<file path="src/hw/rtl/cafilt_pkg.sv">
// Shared constants and helpers for the complementary attitude filter.
// CORDIC angle table, angle limits and saturation. No dependencies.
`timescale 1ns / 1ps
package cafilt_pkg;

  localparam int CORDIC_STEPS = 16;
  localparam int ACC_W        = 48;
  localparam int VEC_W        = 28;
  localparam int ANG_W        = 25;

  localparam logic signed [ANG_W-1:0] ANG_90    = 25'sd2949120;
  localparam logic signed [ACC_W-1:0] ANG_LIMIT = 48'sd5898240;
  localparam logic signed [17:0]      INV_GAIN  = 18'sd39797;

  // atan(2^-i) in 1/32768 degree, rounded
  function automatic logic [20:0] atan_lut(input logic [4:0] i);
    logic [20:0] r;
    case (i)
      5'd0:    r = 21'd1474560;
      5'd1:    r = 21'd870484;
      5'd2:    r = 21'd459940;
      5'd3:    r = 21'd233473;
      5'd4:    r = 21'd117189;
      5'd5:    r = 21'd58652;
      5'd6:    r = 21'd29333;
      5'd7:    r = 21'd14667;
      5'd8:    r = 21'd7334;
      5'd9:    r = 21'd3667;
      5'd10:   r = 21'd1833;
      5'd11:   r = 21'd917;
      5'd12:   r = 21'd458;
      5'd13:   r = 21'd229;
      5'd14:   r = 21'd115;
      5'd15:   r = 21'd57;
      5'd16:   r = 21'd29;
      5'd17:   r = 21'd14;
      5'd18:   r = 21'd7;
      5'd19:   r = 21'd4;
      5'd20:   r = 21'd2;
      5'd21:   r = 21'd1;
      default: r = 21'd0;
    endcase
    return r;
  endfunction

  // clamp to +-180 degrees
  function automatic logic signed [23:0] sat_ang(input logic signed [ACC_W-1:0] v);
    logic signed [23:0] r;
    if (v > ANG_LIMIT) begin
      r = 24'(ANG_LIMIT);
    end else if (v < -ANG_LIMIT) begin
      r = 24'(-ANG_LIMIT);
    end else begin
      r = 24'(v);
    end
    return r;
  endfunction

endpackage

</file>
<file path="src/hw/rtl/complementary_attitude_filter.sv">
// Complementary attitude filter top level: CORDIC atan2, serial multiplier, blend.
// Depends on cafilt_pkg.
// A seed item runs the roll CORDIC pass, the magnitude product and the pitch pass
// (a zero vector skips the iterations); an update item adds six more products in
// the bit-serial multiplier. One item at a time: the next item
// is taken the cycle after the result is registered; a stalled result holds S_OUT.
// Reset (async, active low) sets blend_weight 64225, sample_period 10486,
// both estimates to zero and the result register empty.
`timescale 1ns / 1ps
module complementary_attitude_filter import cafilt_pkg::*; (
  input  logic               clk_i,
  input  logic               rst_ni,
  input  logic               cfg_we_i,
  input  logic [1:0]         cfg_index_i,
  input  logic [19:0]        cfg_data_i,
  input  logic               in_valid_i,
  output logic               in_stall_o,
  input  logic               op_i,
  input  logic signed [15:0] accel_x_i,
  input  logic signed [15:0] accel_y_i,
  input  logic signed [15:0] accel_z_i,
  input  logic signed [15:0] rate_x_i,
  input  logic signed [15:0] rate_y_i,
  output logic               out_valid_o,
  input  logic               out_stall_i,
  output logic signed [15:0] pitch_angle_o,
  output logic signed [15:0] roll_angle_o
);

  typedef enum logic [2:0] {
    S_IDLE, S_CPRE, S_CITER, S_CDONE, S_MUL, S_OUT
  } state_e;

  typedef enum logic [2:0] {
    J_MAG, J_PG, J_RG, J_PA, J_PB, J_RA, J_RB
  } job_e;

  localparam logic [1:0] REG_BLEND  = 2'd0;
  localparam logic [1:0] REG_PERIOD = 2'd1;
  localparam logic [4:0] LAST_IT    = 5'(CORDIC_STEPS - 1);
  localparam logic [4:0] MUL_LAST   = 5'd17;

  state_e state_q;
  job_e   job_q;
  logic   pass_q;   // 0 roll vector, 1 pitch vector
  logic   op_q;

  logic [15:0] bw_q;
  logic [19:0] dt_q;

  logic signed [15:0] ax_q, rx_q, ry_q;
  logic signed [VEC_W-1:0] x_q, y_q;
  logic signed [ANG_W-1:0] z_q;
  logic [4:0]              it_q;

  logic signed [23:0] pitch_acc_q, roll_acc_q;
  logic signed [23:0] pitch_est_q, roll_est_q;
  logic signed [27:0] pg_q, rg_q;

  logic signed [ACC_W-1:0] acc_q, mcand_q;
  logic signed [17:0]      mplier_q;
  logic [4:0]              cnt_q;

  logic                    out_valid_q;
  logic signed [15:0]      pitch_q, roll_q;

  // CORDIC step
  logic signed [VEC_W-1:0] xs, ys;
  logic signed [ANG_W-1:0] at;
  // serial multiplier: last multiplier bit carries negative weight
  logic signed [ACC_W-1:0] addend, acc_n;
  logic signed [17:0]      w_a, w_b;

  always_comb begin
    xs     = x_q >>> it_q;
    ys     = y_q >>> it_q;
    at     = ANG_W'($signed({1'b0, atan_lut(it_q)}));
    addend = mplier_q[0] ? ((cnt_q == MUL_LAST) ? -mcand_q : mcand_q) : '0;
    acc_n  = acc_q + addend;
    w_a    = 18'($signed({1'b0, bw_q}));
    w_b    = 18'sd65536 - w_a;
  end

  assign in_stall_o    = (state_q != S_IDLE);
  assign out_valid_o   = out_valid_q;
  assign pitch_angle_o = pitch_q;
  assign roll_angle_o  = roll_q;

  always_ff @(posedge clk_i or negedge rst_ni) begin
    if (!rst_ni) begin
      state_q     <= S_IDLE;
      job_q       <= J_MAG;
      pass_q      <= 1'b0;
      op_q        <= 1'b0;
      bw_q        <= 16'd64225;
      dt_q        <= 20'd10486;
      pitch_est_q <= '0;
      roll_est_q  <= '0;
      out_valid_q <= 1'b0;
      it_q        <= '0;
      cnt_q       <= '0;
    end else begin
      if (cfg_we_i) begin
        case (cfg_index_i)
          REG_BLEND:  bw_q <= cfg_data_i[15:0];
          REG_PERIOD: dt_q <= cfg_data_i;
          default:    ;
        endcase
      end
      if (out_valid_q && !out_stall_i) begin
        out_valid_q <= 1'b0;
      end

      case (state_q)
        S_IDLE: begin
          if (in_valid_i) begin
            op_q    <= op_i;
            ax_q    <= accel_x_i;
            rx_q    <= rate_x_i;
            ry_q    <= rate_y_i;
            x_q     <= VEC_W'(accel_z_i) <<< 8;
            y_q     <= VEC_W'(accel_y_i) <<< 8;
            pass_q  <= 1'b0;
            state_q <= S_CPRE;
          end
        end

        // zero vector skips the iterations; left half plane turned by 90 degrees
        S_CPRE: begin
          it_q <= '0;
          if (x_q == '0 && y_q == '0) begin
            z_q     <= '0;
            state_q <= S_CDONE;
          end else begin
            state_q <= S_CITER;
            if (x_q[VEC_W-1]) begin
              if (!y_q[VEC_W-1]) begin
                x_q <= y_q;
                y_q <= -x_q;
                z_q <= ANG_90;
              end else begin
                x_q <= -y_q;
                y_q <= x_q;
                z_q <= -ANG_90;
              end
            end else begin
              z_q <= '0;
            end
          end
        end

        S_CITER: begin
          if (!y_q[VEC_W-1]) begin
            x_q <= x_q + ys;
            y_q <= y_q - xs;
            z_q <= z_q + at;
          end else begin
            x_q <= x_q - ys;
            y_q <= y_q + xs;
            z_q <= z_q - at;
          end
          it_q <= it_q + 5'd1;
          if (it_q == LAST_IT) begin
            state_q <= S_CDONE;
          end
        end

        S_CDONE: begin
          acc_q <= '0;
          cnt_q <= '0;
          if (!pass_q) begin
            roll_acc_q <= sat_ang(ACC_W'(z_q));
            mcand_q    <= ACC_W'(x_q);
            mplier_q   <= INV_GAIN;
            job_q      <= J_MAG;
            state_q    <= S_MUL;
          end else begin
            pitch_acc_q <= sat_ang(ACC_W'(z_q));
            if (op_q) begin
              pitch_est_q <= sat_ang(ACC_W'(z_q));
              roll_est_q  <= roll_acc_q;
              state_q     <= S_OUT;
            end else begin
              mcand_q  <= ACC_W'($signed({1'b0, dt_q}));
              mplier_q <= 18'(ry_q);
              job_q    <= J_PG;
              state_q  <= S_MUL;
            end
          end
        end

        S_MUL: begin
          acc_q    <= acc_n;
          mcand_q  <= mcand_q <<< 1;
          mplier_q <= mplier_q >>> 1;
          cnt_q    <= cnt_q + 5'd1;
          if (cnt_q == MUL_LAST) begin
            cnt_q <= '0;
            case (job_q)
              J_MAG: begin
                // magnitude times 1/K feeds the pitch vector
                x_q     <= VEC_W'((acc_n + 48'sd32768) >>> 16);
                y_q     <= -(VEC_W'(ax_q) <<< 8);
                pass_q  <= 1'b1;
                state_q <= S_CPRE;
              end
              J_PG: begin
                pg_q     <= 28'(pitch_est_q) + 28'((acc_n + 48'sd256) >>> 9);
                acc_q    <= '0;
                mcand_q  <= ACC_W'($signed({1'b0, dt_q}));
                mplier_q <= 18'(rx_q);
                job_q    <= J_RG;
              end
              J_RG: begin
                rg_q     <= 28'(roll_est_q) + 28'((acc_n + 48'sd256) >>> 9);
                acc_q    <= '0;
                mcand_q  <= ACC_W'(pg_q);
                mplier_q <= w_a;
                job_q    <= J_PA;
              end
              J_PA: begin
                mcand_q  <= ACC_W'(pitch_acc_q);
                mplier_q <= w_b;
                job_q    <= J_PB;
              end
              J_PB: begin
                pitch_est_q <= sat_ang((acc_n + 48'sd32768) >>> 16);
                acc_q       <= '0;
                mcand_q     <= ACC_W'(rg_q);
                mplier_q    <= w_a;
                job_q       <= J_RA;
              end
              J_RA: begin
                mcand_q  <= ACC_W'(roll_acc_q);
                mplier_q <= w_b;
                job_q    <= J_RB;
              end
              J_RB: begin
                roll_est_q <= sat_ang((acc_n + 48'sd32768) >>> 16);
                state_q    <= S_OUT;
              end
              default: state_q <= S_IDLE;
            endcase
          end
        end

        // round to 1/128 degree into the result register
        S_OUT: begin
          if (!out_valid_q || !out_stall_i) begin
            pitch_q     <= 16'((25'(pitch_est_q) + 25'sd128) >>> 8);
            roll_q      <= 16'((25'(roll_est_q) + 25'sd128) >>> 8);
            out_valid_q <= 1'b1;
            state_q     <= S_IDLE;
          end
        end

        default: state_q <= S_IDLE;
      endcase
    end
  end

`ifndef SYNTHESIS
  a_busy_after_accept: assert property (@(posedge clk_i) disable iff (!rst_ni)
    (in_valid_i && !in_stall_o) |=> in_stall_o)
    else $error("item accepted while idle did not start work");

  a_est_range: assert property (@(posedge clk_i) disable iff (!rst_ni)
    (ACC_W'(pitch_est_q) <= ANG_LIMIT) && (ACC_W'(pitch_est_q) >= -ANG_LIMIT) &&
    (ACC_W'(roll_est_q) <= ANG_LIMIT) && (ACC_W'(roll_est_q) >= -ANG_LIMIT))
    else $error("estimate beyond 180 degrees");

  a_mul_count: assert property (@(posedge clk_i) disable iff (!rst_ni)
    cnt_q <= MUL_LAST)
    else $error("multiplier count overran");
`endif

endmodule
</file>
<file path="config.mk">
export PLATFORM = sky130hd
export DESIGN_NAME = complementary_attitude_filter
export DESIGN_NICKNAME = d
export VERILOG_FILES = /design/src/hw/rtl/cafilt_pkg.sv /design/src/hw/rtl/complementary_attitude_filter.sv
export SDC_FILE = /design/constraint.sdc
export NUM_CORES = 2
export LEC_CHECK = 0
export BUFFER_PORTS_ARGS = -buffer_cell sky130_fd_sc_hd__buf_2
export CAP_MARGIN = 15
export CORE_UTILIZATION = 50
export CTS_CLUSTER_DIAMETER = 150
export DETAILED_ROUTE_END_ITERATION = 6
export GPL_TIMING_DRIVEN = 0
export PLACE_DENSITY_LB_ADDON = 0.3
export SLEW_MARGIN = 20
export SYNTH_ARGS = -nofsm -noshare
export SYNTH_HDL_FRONTEND = slang
export SYNTH_SLANG_ARGS = --single-unit
export TNS_END_PERCENT = 50
</file>
<file path="constraint.sdc">
create_clock -name clk_i -period 21.2 [get_ports clk_i]
set_input_delay 2.12 -clock clk_i [delete_from_list [all_inputs] [get_ports clk_i]]
set_output_delay 2.12 -clock clk_i [all_outputs]
set_load 0.1 [all_outputs]
</file>
==> impl_metrics.tcl <==
set metrics [dict create \
    synthTopCellsByArea "edfxtp_1, ha_1, xnor2_1, dfrtp_1, a21oi_1" \
    syn_area_um2 39400 \
    tns_ps 0 \
    drtIter0Drc 4702 \
    netlist.area_leader.share_pct 28.9 \
    syn_inst 4293 \
    pwr_density_cell_nw_per_um2 84.2 \
    grt_max_degree 57 \
    worstSetupStartpoint "cnt_q[1]" \
    endpoint_kind "flip-flop" \
    r2r_cells 30 \
    ys.flop_type "edfxtp_1" \
    synth_common_cells "edfxtp_1, nor2_1, nand2_1" \
    synthMostInstantiatedCell "edfxtp_1" \
    grt_usage_pct 40.8 \
    area_delta_synth_final_pct 11.0 \
    firstDrtPassIters 7 \
    cts_tree "built" \
    ios 142 \
    crit_required_ps 21570 \
    critPathMaxFanout 10 \
    setup_viol 0 \
    seq_area_um2 14000 \
    antenna_left 0 \
    yosysTopAreaCell "edfxtp_1" \
    r2r_slack_ps 10700 \
    seq_area_frac_synth_pct 35.5 \
    n_fill_cell 6987 \
    fmax_ghz 0.0952 \
    fin_crit_ps 10500 \
    fp.coreArea_um2 77700 \
    fin_nets 4822 \
    drv_cap 0 \
    synth_warnings 0 \
    min_path_type "reg -> reg" \
    r2r-end "pg_q[27]" \
    ys_ff_latch 482 \
    clk_path_buf_depth 3 \
    htreeDepth 2 \
    rsz0062_at_grt "no" \
    r2r-start "cnt_q[1]" \
    worstMarginPinSlew_ps 1250 \
    synth.distinct_cells 104 \
    outcome "finished, violations left" \
    start_kind "flip-flop" \
    slowest_delay_ps 720 \
    root_buffer "clkbuf_16" \
    start_util_pct 50.7 \
    drive_above_1_share_pct 10.8 \
    viasPerCell 6.80 \
    cts-resized-gates 0 \
    wl_mm 167 \
    ir_worst_vdd_mv 0.0823 \
    max_slew_margin_pct 16.1 \
    cp_common_cell "o21ai_0" \
    antenna_found_initial 4 \
    path_class "reg -> reg" \
    hold_path_depth 1 \
    insertion_delay_ps 640 \
    violations "DRC" \
    synth_enable_flop_cells 379 \
    stdcell_count 5596 \
    leakagePower_nw 16.6 \
    cts-buffers-inserted 56 \
    die_y_um 283 \
    drv_slew 0 \
    skew_ps 40.9 \
    hold_buffers 0 \
    avgRoutedWirePerCell_um 29.8 \
    die_area_um2 80000 \
    grt_overflow 0 \
    async_flop_share_pct 21.4 \
    placement_rows 102 \
    cts_setup_buffers 0 \
    vias 38000 \
    grt_pass1_vias 35300 \
    hold_violations 0 \
    critPathSlowestCell "clkbuf_1" \
    synthesis.nets 4608 \
    fin_crit_sh_pct 49.5 \
    place_congestion 1.06 \
    clock_sinks 482 \
    multi_input_comb_area_um2 24200 \
    dp.final_hpwl_mm 131 \
    cp-endpoint "pg_q[27]" \
    placedCellCount 5489 \
    grt_pass1_wl_mm 237 \
    port_buffers 141 \
    drc 12 \
    postSynthAreaPerCell_um2 9.18 \
    clk_pin_slew_ps 60 \
    die_x_um 283 \
    cp.arrival_ps 10880 \
]
-- worst max-delay path, delay by kind of cell, from the launching register on --
family / cells / cell delay (ps)
compound gates: 11 / 3490
flops: 1 / 420
fa+ha+maj: 3 / 870
xor+xnor: 4 / 1010
buf+inv: 4 / 1780
simple gates: 8 / 2650
-- final cells by class --
type | count | area share, %
multi-input combinational | 3448 | 55.2
sequential | 482 | 31.9
clock buffer | 78 | 3.67
tap | 1040 | 2.97
timing repair buffer | 156 | 2.36
buffer | 254 | 2.29
inverter | 109 | 0.935
clock inverter | 28 | 0.583
antenna | 1 | 0.00572
-- cell usage in the layout (no fill, tap or decap), types with 94 or more instances in the layout --
master / n
xor2_1: 138
nand3_1: 97
inv_1: 103
clkbuf_1: 196
ha_1: 201
mux2i_1: 94
xnor2_1: 257
a21oi_1: 304
buf_2: 162
o21ai_0: 304
nor3_1: 113
nor2_1: 359
edfxtp_1: 379
nand2_1: 347
-- how the worst min path moves through the flow --
stage	start	endpoint	slack, ps
final	cnt_q[4]	cnt_q[4]	520
after CTS	cnt_q[4]	cnt_q[4]	510
after global placement	cnt_q[4]	cnt_q[4]	500
after detailed placement	cnt_q[4]	cnt_q[4]	500
after floorplan	cnt_q[4]	cnt_q[4]	460
after global routing	pitch_est_q[5]	pitch_est_q[5]	550
-- stage by stage --
| stage | instance area, um^2 | hold WS, ps | util (%) | setup WS, ps | total power, mW |
|---|---|---|---|---|---|
| 6_report | 43800 | 522 | 56.3 | 10700 | 3.69 |
| 5_1_grt | 43800 | 554 | 56.3 | 10410 | 3.80 |
| 4_1_cts | 43800 | 511 | 56.3 | 11000 | 3.62 |
| 3_5_place_dp | 41900 | 504 | 53.9 | 11090 | 2.63 |
| 3_3_place_gp | 41400 | 497 | 53.3 | 8320 | 2.59 |
| 2_1_floorplan | 39400 | 464 | - | 13500 | 2.14 |
-- layer usage --
metal | vias to the layer above | routed length, um | share of wire, % | global-route usage, %
met4 | 4 | 14900 | 9.0 | 30.8
li1 | 16600 | - | - | -
met2 | 2470 | 75100 | 45 | 65.4
met3 | 628 | 16100 | 9.7 | 6.41
met5 | - | 28 | 0.017 | 0
met1 | 18300 | 60400 | 36 | 49.5
-- kinds of logic (layout without fill, tap and decap cells) --
kind of cell,after synthesis,in the layout,share of synthesized area (%)
buf+inv,363,625,3.58
compound gates,1264,1264,21.1
simple gates,1363,1363,17.0
other cells,0,1,0
fa+ha+maj,207,207,6.68
flops,482,482,35.5
mux,210,210,7.16
xor+xnor,404,404,8.99
-- power by group --
| group | switching, mW | leakage (nW) | internal (mW) | total, mW |
|---|---|---|---|---|
| combinational | 1.00 | 10.9 | 0.493 | 1.50 |
| sequential | 0.0471 | 4.82 | 1.14 | 1.19 |
| clock | 0.431 | 0.908 | 0.569 | 0.999 |
-- flip-flops by register name (all words and copies together), names as in the netlist, 5 cells and up --
name / count
acc_q: 48
mcand_q: 48
pg_q: 28
rg_q: 28
x_q: 28
y_q: 28
z_q: 25
pitch_acc_q: 24
pitch_est_q: 24
roll_acc_q: 24
roll_est_q: 24
dt_q: 20
mplier_q: 18
ax_q: 16
bw_q: 16
pitch_angle_o: 16
roll_angle_o: 16
rx_q: 16
ry_q: 16
cnt_q: 5
it_q: 5
No activity file was read; power rests on OpenSTA's default activity.
